===== config.mk =====
export PLATFORM = sky130hd
export DESIGN_NAME = method_descriptor_slot_counter_core
export DESIGN_NICKNAME = d
export VERILOG_FILES = /design/src/sv/mdsc_pkg.sv /design/src/sv/mdsc_decode.sv /design/src/sv/method_descriptor_slot_counter_core.sv
export SDC_FILE = /design/constraint.sdc
export NUM_CORES = 1
export LEC_CHECK = 0
export BUFFER_PORTS_ARGS = -buffer_cell sky130_fd_sc_hd__buf_2
export CELL_PAD_IN_SITES_DETAIL_PLACEMENT = 1
export CELL_PAD_IN_SITES_GLOBAL_PLACEMENT = 2
export CORE_MARGIN = 4
export CORE_UTILIZATION = 25
export CTS_CLUSTER_DIAMETER = 100
export DETAILED_ROUTE_END_ITERATION = 6
export HOLD_SLACK_MARGIN = 0.05
export PLACE_DENSITY_LB_ADDON = 0.1
export SYNTH_ARGS = -nofsm -noshare
export SYNTH_HDL_FRONTEND = slang
export SYNTH_SLANG_ARGS = --single-unit

===== constraint.sdc =====
create_clock -name clk -period 4.1 [get_ports clk]
set_clock_uncertainty 0.05 [all_clocks]
set_input_delay 1.23 -clock clk [delete_from_list [all_inputs] [get_ports clk]]
set_output_delay 1.23 -clock clk [all_outputs]
set_load 0.05 [all_outputs]

===== src/sv/mdsc_pkg.sv =====
`default_nettype none
package mdsc_pkg;

  localparam int CharWidth  = 8;
  localparam int CountWidth = 8;

  localparam logic [CharWidth-1:0] ChNul    = 8'h00;
  localparam logic [CharWidth-1:0] ChOpen   = 8'h28;
  localparam logic [CharWidth-1:0] ChClose  = 8'h29;
  localparam logic [CharWidth-1:0] ChVoid   = 8'h56;
  localparam logic [CharWidth-1:0] ChInt    = 8'h49;
  localparam logic [CharWidth-1:0] ChBool   = 8'h5A;
  localparam logic [CharWidth-1:0] ChShort  = 8'h53;
  localparam logic [CharWidth-1:0] ChByte   = 8'h42;
  localparam logic [CharWidth-1:0] ChChar   = 8'h43;
  localparam logic [CharWidth-1:0] ChFloat  = 8'h46;
  localparam logic [CharWidth-1:0] ChDouble = 8'h44;
  localparam logic [CharWidth-1:0] ChLong   = 8'h4A;
  localparam logic [CharWidth-1:0] ChClass  = 8'h4C;
  localparam logic [CharWidth-1:0] ChSemi   = 8'h3B;
  localparam logic [CharWidth-1:0] ChArray  = 8'h5B;

  typedef enum logic [3:0] {
    MODE_NORMAL = 4'b0001,
    MODE_CLASS  = 4'b0010,
    MODE_ARRAY  = 4'b0100,
    MODE_DONE   = 4'b1000
  } token_mode_t;

  typedef struct packed {
    logic                  in_return_part;
    token_mode_t           token_mode;
    logic [CountWidth-1:0] arg_count;
    logic [CountWidth-1:0] ret_count;
    logic [CharWidth-1:0]  ret_char;
    logic                  ret_char_taken;
    logic                  error_seen;
  } parse_state_t;

  typedef struct packed {
    logic [CountWidth-1:0] argument_words;
    logic [CountWidth-1:0] return_words;
    logic [CharWidth-1:0]  return_char;
    logic                  malformed;
  } result_t;

  localparam parse_state_t StateClear = '{
    in_return_part: 1'b0,
    token_mode:     MODE_NORMAL,
    arg_count:      '0,
    ret_count:      '0,
    ret_char:       '0,
    ret_char_taken: 1'b0,
    error_seen:     1'b0
  };

endpackage
`default_nettype wire


===== src/sv/mdsc_decode.sv =====
`default_nettype none
module mdsc_decode import mdsc_pkg::*; #(
  parameter logic [CountWidth-1:0] WORD_LIMIT = 8'd255
) (
  input  parse_state_t         state,
  input  logic [CharWidth-1:0] descriptor_char,
  input  logic [1:0]           reference_slots,
  output parse_state_t         state_next,
  output logic                 is_end,
  output result_t              result
);

  logic                  add_en;
  logic [1:0]            add_words;
  logic [CountWidth-1:0] count_sel;
  logic [CountWidth:0]   count_sum;
  logic [CountWidth-1:0] count_new;
  logic                  count_sat;
  parse_state_t          upd;

  assign is_end    = (descriptor_char == ChNul);
  assign count_sel = state.in_return_part ? state.ret_count : state.arg_count;
  assign count_sum = {1'b0, count_sel} + {{(CountWidth-1){1'b0}}, add_words};
  assign count_sat = (count_sum > {1'b0, WORD_LIMIT});
  assign count_new = count_sat ? WORD_LIMIT : count_sum[CountWidth-1:0];

  always_comb begin
    add_en    = 1'b0;
    add_words = 2'd0;
    upd       = state;
    if (state.in_return_part && !state.ret_char_taken) begin
      upd.ret_char       = descriptor_char;
      upd.ret_char_taken = 1'b1;
    end
    case (state.token_mode)
      MODE_CLASS: begin
        if (descriptor_char == ChSemi) upd.token_mode = MODE_NORMAL;
      end
      MODE_ARRAY: begin
        if (descriptor_char == ChClass) upd.token_mode = MODE_CLASS;
        else if (descriptor_char != ChArray) upd.token_mode = MODE_NORMAL;
      end
      MODE_DONE: begin
      end
      MODE_NORMAL: begin
        case (descriptor_char)
          ChOpen, ChVoid: begin
          end
          ChClose: begin
            if (!state.in_return_part) upd.in_return_part = 1'b1;
            else upd.token_mode = MODE_DONE;
          end
          ChInt, ChBool, ChShort, ChByte, ChChar, ChFloat: begin
            add_en    = 1'b1;
            add_words = 2'd1;
          end
          ChDouble, ChLong: begin
            add_en    = 1'b1;
            add_words = 2'd2;
          end
          ChArray: begin
            add_en         = 1'b1;
            add_words      = reference_slots;
            upd.token_mode = MODE_ARRAY;
          end
          ChClass: begin
            add_en         = 1'b1;
            add_words      = reference_slots;
            upd.token_mode = MODE_CLASS;
          end
          default: begin
            upd.error_seen = 1'b1;
          end
        endcase
      end
      default: begin
        upd.token_mode = MODE_NORMAL;
      end
    endcase
    if (add_en) begin
      if (state.in_return_part) upd.ret_count = count_new;
      else upd.arg_count = count_new;
      if (count_sat) upd.error_seen = 1'b1;
    end
  end

  always_comb begin
    result.argument_words = state.arg_count;
    result.return_words   = state.ret_count;
    result.return_char    = (state.in_return_part && state.ret_char_taken) ?
                            state.ret_char : '0;
    result.malformed      = state.error_seen || !state.in_return_part ||
                            (state.token_mode == MODE_CLASS) ||
                            (state.token_mode == MODE_ARRAY);
    state_next            = is_end ? StateClear : upd;
  end

endmodule
`default_nettype wire


===== src/sv/method_descriptor_slot_counter_core.sv =====
// Counts the argument and return words of a method type descriptor fed one
// byte per transaction, ending at a NUL byte, which yields one result with
// both word counts, the first return-type byte and a malformed flag. Each
// byte is decoded combinationally and folded into the registered parse state,
// so one byte is taken every clock. Only a NUL byte can stall: it waits while
// the result register still holds a result that has not been taken. Results
// are registered, appearing in the cycle after their NUL byte is accepted. COUNT_MAX
// caps both counts (at most 255); reference_slots sets the words per reference.
`default_nettype none
module method_descriptor_slot_counter_core import mdsc_pkg::*; #(
  parameter int COUNT_MAX = 255
) (
  input  logic                  clk,
  input  logic                  rst,
  input  logic                  cfg_wr_en,
  input  logic [1:0]            cfg_wr_data,
  input  logic                  in_valid,
  output logic                  in_ready,
  input  logic [CharWidth-1:0]  descriptor_char,
  output logic                  out_valid,
  input  logic                  out_ready,
  output logic [CountWidth-1:0] argument_words,
  output logic [CountWidth-1:0] return_words,
  output logic [CharWidth-1:0]  return_char,
  output logic                  malformed
);

  localparam int                    WordLimitInt = (COUNT_MAX < 255) ? COUNT_MAX : 255;
  localparam logic [CountWidth-1:0] WordLimit    = WordLimitInt[CountWidth-1:0];

  logic [1:0]   reference_slots;
  parse_state_t state;
  parse_state_t state_next;
  logic         is_end;
  result_t      result;
  logic         in_accept;

  mdsc_decode #(
    .WORD_LIMIT(WordLimit)
  ) u_decode (
    .state          (state),
    .descriptor_char(descriptor_char),
    .reference_slots(reference_slots),
    .state_next     (state_next),
    .is_end         (is_end),
    .result         (result)
  );

  assign in_ready  = !out_valid || out_ready || !is_end;
  assign in_accept = in_valid && in_ready;

  always_ff @(posedge clk) begin
    if (rst) begin
      reference_slots <= 2'd1;
    end else if (cfg_wr_en) begin
      reference_slots <= cfg_wr_data;
    end
  end

  always_ff @(posedge clk) begin
    if (rst) begin
      state <= StateClear;
    end else if (in_accept) begin
      state <= state_next;
    end
  end

  always_ff @(posedge clk) begin
    if (rst) begin
      out_valid <= 1'b0;
    end else if (in_accept && is_end) begin
      out_valid <= 1'b1;
    end else if (out_ready) begin
      out_valid <= 1'b0;
    end
  end

  always_ff @(posedge clk) begin
    if (in_accept && is_end) begin
      argument_words <= result.argument_words;
      return_words   <= result.return_words;
      return_char    <= result.return_char;
      malformed      <= result.malformed;
    end
  end

endmodule
`default_nettype wire


# ---- After elaboration in Yosys (flattened, before gate mapping)
# Index checks and enable logic that the tools add are counted.
dict set report op_classes {
  n_lt_le_gt_ge 1
  muxes 25
  addsub 1
  n_reduce_logical 30
  eq_ne 25
}
# operator n
set op_table {}
lappend op_table {{$eq 8x7->1 const B} 11}
lappend op_table {{$mux 8} 4}
lappend op_table {{$mux 31} 1}
lappend op_table {{$eq 8x6->1 const B} 3}
lappend op_table {{$mux 16} 1}
lappend op_table {{$mux 4} 4}
lappend op_table {{$pmux 4 s4} 1}
lappend op_table {{$reduce_or 13->1} 1}
lappend op_table {{$pmux 4 s3} 1}
lappend op_table {{$reduce_bool 2->1} 6}
lappend op_table {{$mux 1} 10}
lappend op_table {{$reduce_or 10->1} 1}
lappend op_table {{$add 8x2->9} 1}
lappend op_table {{$gt 9x8->1 const B} 1}
lappend op_table {{$mux 9} 1}
lappend op_table {{$reduce_and 3->1} 3}
lappend op_table {{$logic_not 8->1} 1}
lappend op_table {{$ne 8x7->1 const B} 1}
lappend op_table {{$pmux 2 s3} 1}
lappend op_table {{$reduce_and 6->1} 1}
lappend op_table {{$reduce_or 6->1} 1}
lappend op_table {{$logic_or 1x1->1} 5}
lappend op_table {{$ne 5x4->1 const B} 1}
lappend op_table {{$eq 4x1->1 const B} 1}
lappend op_table {{13 further kinds} 20}
dict set report totals {
  word_cells 95
  input_bits 15
  out_inout_bits 27
  reg_bits 59
}

# ---- Depth between registers and ports, before layout
dict set report depth {
  depth_word 10
  mapped_depth 14
  mapped_depth_nobuf 12
}

# ---- Cells and area by module
# A second synthesis with hierarchy kept.
dict set report hier_totals {
  cells_unflattened 404
  hier_area_um2 3838.7
}
# module instances area_each_um2 cells_each seq_area_each_um2
set by_module_without_submodules {}
lappend by_module_without_submodules {method_descriptor_slot_counter_core 1 2363.5 179 1431.4}
lappend by_module_without_submodules {mdsc_decode 1 1475.2 225 0.0}

# ---- Worst setup path after synthesis
# No wires, ideal clock.
dict set report synth_path {
  path_type {input port to flip-flop}
  startpoint {input port descriptor_char[1]}
  endpoint {register, netlist name state[16]}
  path_slack_ns 0.371
  setup_ns 0.117
  n_path_buf 1
  required_time_ns 3.933
  path_stages 12
  arrival_time_ns 3.562
  cell_sequence {buf_6 -> nor4_1 -> and4_1 -> o21bai_1 -> nand2_1 -> a21oi_1 -> ha_1 -> fa_1 -> o21ai_1 -> or4_1 -> and3_1 -> a22o_1}
}
dict set report synth_via {
  elab_chain_len 10
  elab_cells_between_ends 31
  classes_between {1 x add/sub; 1 x order compare; 10 x eq/ne; 8 x mux; 11 x reduce/logical}
}
# element line
set synth_rtl {}
lappend synth_rtl {{from (decl)} method_descriptor_slot_counter_core.sv:19} ;# input logic [CharWidth-1:0] descriptor_char,
lappend synth_rtl {{$eq 8x7->1} mdsc_decode.sv:46} ;# case (descriptor_char)
lappend synth_rtl {{$reduce_or 6->1 / $reduce_or 2->1 (equally long branches)} -}
lappend synth_rtl {{$pmux 2 s3} mdsc_decode.sv:46}
lappend synth_rtl {{$mux 2} mdsc_decode.sv:35} ;# case (state.token_mode)
lappend synth_rtl {{$add 8x2->9} mdsc_decode.sv:23} ;# assign count_sum = {1'b0, count_sel} + {{(CountWidth-1){1'b0}}, add_words};
lappend synth_rtl {{$gt 9x8->1} mdsc_decode.sv:24} ;# assign count_sat = (count_sum > {1'b0, WORD_LIMIT});
lappend synth_rtl {{$mux 8} mdsc_decode.sv:25} ;# assign count_new = count_sat ? WORD_LIMIT : count_sum[CountWidth-1:0];
lappend synth_rtl {{$mux 8} mdsc_decode.sv:81} ;# if (state.in_return_part) upd.ret_count = count_new;
lappend synth_rtl {{$mux 16} mdsc_decode.sv:80} ;# if (add_en) begin
lappend synth_rtl {{$mux 31} mdsc_decode.sv:95} ;# state_next = is_end ? StateClear : upd;
# Parallel ways exist; a longest one is shown, timed or not. The select of a mux whose other input is x is not followed.
# A chain may end at the register's enable or synchronous reset.

# ---- Worst setup path after layout
dict set report layout_path {
  startpoint {input port descriptor_char[0]}
  endpoint {output port in_ready}
}
dict set report layout_via {
  elab_chain_len 3
}
# element line
set layout_rtl {}
lappend layout_rtl {{$logic_not 8->1} mdsc_decode.sv:21} ;# assign is_end = (descriptor_char == ChNul);
lappend layout_rtl {{$logic_not 1->1} method_descriptor_slot_counter_core.sv:49} ;# assign in_ready = !out_valid || out_ready || !is_end;
lappend layout_rtl {{$logic_or 1x1->1} method_descriptor_slot_counter_core.sv:49}
lappend layout_rtl {{to (decl)} method_descriptor_slot_counter_core.sv:18} ;# output logic in_ready,
# Every way passes these cells.

==> impl_metrics.json <==
{
  "num_rows": 39,
  "fin_crit_sh": 0.925,
  "power_uw": 1480,
  "critPathSlowestCell": "nor4_1",
  "cts_tree": "done",
  "synth_edf_count": 25,
  "grt.overflow.total": 0,
  "max-cap-violations": 0,
  "setup_viol_count_final": 0,
  "postCtsHoldBufs": 0,
  "dp_cells": 463,
  "hold_class": "reg -> reg",
  "critPathMaxStageDelay_ps": 470,
  "status": "finished, final reports clean",
  "syn_nets": 296,
  "root_buffer": "clkbuf_16",
  "synthToLayoutAreaGrowth_pct": 23.3,
  "p_leak_uw": 0.00136,
  "grt_use_total": 0.134,
  "swShare": 0.252,
  "first_pass_iters": 4,
  "p_switching_uw": 374,
  "seqPwrFrac": 0.430,
  "syn_area_per_cell_um2": 10.5,
  "path_delay_family": "simple AND/OR/NAND/NOR gates",
  "synth_top_area_share": 0.256,
  "grt_pass1_wl_mm": 13.8,
  "max_freq_mhz": 264,
  "crit_required_ps": 2820,
  "synthFlopType": "dfxtp_1",
  "ys_async_sr_fraction": 0,
  "yosys_warnings": 0,
  "final_max_slew_viol_count": 0,
  "core_area_um2": 11500,
  "die_area_um2": 13500,
  "via_per_inst": 4.92,
  "die_y_um": 116,
  "hold_viol_final": 0,
  "ios": 42,
  "rsz0062_at_grt": "false",
  "tightest_slew_ps": 816,
  "grt_antenna_before_repair": 0,
  "routabilityCongestion": 0.776,
  "path_cells": "buf_2, nor4_1, nand2_1, or2_2, buf_2",
  "wl_per_cell_um": 17.6,
  "synthTopCellsByArea": "edfxtp_1 (26%), dfxtp_1 (23%), mux2i_1 (5.1%), nor2_1 (2.8%), a21oi_1 (2.4%)",
  "instances_no_fill": 477,
  "die_x_um": 116,
  "vdd.ir_drop.worst_v": 0.000187,
  "p_clk_frac": 0.450,
  "h-tree-depth": 3,
  "path_class": "in -> out",
  "post_cts_buffers": 0,
  "critical_path_buf_inv_count": 2,
  "ant_nets": 0,
  "yosysSeqAreaShare": 0.489,
  "grt_pass1_vias": 2436,
  "grt_max_degree": 24,
  "routed_wl_mm": 8.42,
  "synth_area_um2": 2930,
  "hold_ws_ps": 424,
  "cts_resized": 0,
  "yosys.area.top_type": "edfxtp_1",
  "clk_pin_slew_ps": 50,
  "antenna_cells": 0,
  "netlist_instances": 278,
  "layout_common_cells": "buf_2 (41), dfxtp_1 (34), edfxtp_1 (25)",
  "drive_gt1_frac": 0.257,
  "fin_setup_tns_ps": 0,
  "internal-power_uw": 1110,
  "critical_path.endpoint_type": "primary output",
  "drc_errors": 0,
  "pwr_density_cell_nw_per_um2": 411,
  "layout.nets": 349,
  "cts_made_buffers": 9,
  "slew_headroom": 0.452,
  "arrival_ps": 2510,
  "vias": 2345,
  "cts.sinks": 59,
  "dp_hpwl_mm": 6.17,
  "critPathLaunchType": "input port",
  "combPwrFrac": 0.120,
  "clock_path_buffers": 2,
  "drtIter0Drc": 58,
  "insertion_delay_ps": 320,
  "yosys.cell_types.count": 63,
  "synth_seq_cells": 59,
  "numPortBuffers": 41,
  "start_util": 0.255,
  "layout_min_cycle_time_ps": 3790,
  "path_max_fanout": 9,
  "cp_common_cell": "buf_2",
  "layout_commonest_cell": "buf_2"
}
## routing by layer
layer  track usage  vias to the layer above  wire (um)
met5             0                        -          0
met4        0.0394                        0        107
met3        0.0352                       10        288
met2         0.213                       35       3900
met1         0.179                     1141       4120
li1              -                     1159          -
## cells in the mapped netlist, drive strengths merged (7+ instances only)
cell and instances:
edfxtp 25, dfxtp 34, o2bb2ai 8, clkbuf 10, a22o 8, o21ai 13, and3 11, mux2i 15
a21oi 15, nor2 22, nand2b 7, nor2b 8, nand2 17
## cell families after synthesis
logic type / count (synthesis) / synth area share
simple gates: 105 / 0.212
flops: 59 / 0.489
buf+inv: 20 / 0.0337
mux: 17 / 0.0589
fa+ha+maj: 3 / 0.0154
xor+xnor: 6 / 0.0179
compound gates: 68 / 0.173
## metrics by stage
step	setup slack (ps)	area, um^2	util
2_1_floorplan	371	2930	-
3_3_place_gp	86.3	3350	0.292
3_5_place_dp	5.16	3350	0.292
4_1_cts	270	3610	0.315
5_1_grt	90.1	3610	0.315
6_report	307	3610	0.315
## sequential cells by signal, summed over array words and instances, names as in the netlist
| register | count |
|---|---|
| malformed | 1 |
| argument_words | 8 |
| reference_slots | 2 |
| state | 31 |
| return_char | 8 |
| out_valid | 1 |
| return_words | 8 |
## power by group through the flow
stage / combinational, uW / clock [uW] / sequential, uW
4_1_cts: 182 / 687 / 638
6_report: 178 / 667 / 638
5_1_grt: 200 / 713 / 640
3_5_place_dp: 181 / 0 / 650
2_1_floorplan: 144 / 0 / 644
3_3_place_gp: 181 / 0 / 650
## final cells by class
| class | instances | area, um^2 |
|---|---|---|
| Timing Repair Buffer | 56 | 318 |
| Inverter | 6 | 22.5 |
| Tap cell | 143 | 179 |
| Multi-Input combinational cell | 199 | 1400 |
| Clock inverter | 3 | 16.3 |
| Sequential cell | 59 | 1430 |
| Fill cell | 1319 | 7860 |
| Clock buffer | 11 | 243 |
## final timing paths
path	slack, ps	depth (start not counted)	from	endpoint
hold reg to reg	420	0	state[10]	return_words[0]
setup reg to reg	1040	9	state[26]	state[16]
hold / removal	420	0	state[10]	return_words[0]
setup / recovery	310	5	descriptor_char[0]	in_ready
(Power assumes the default switching activity.)
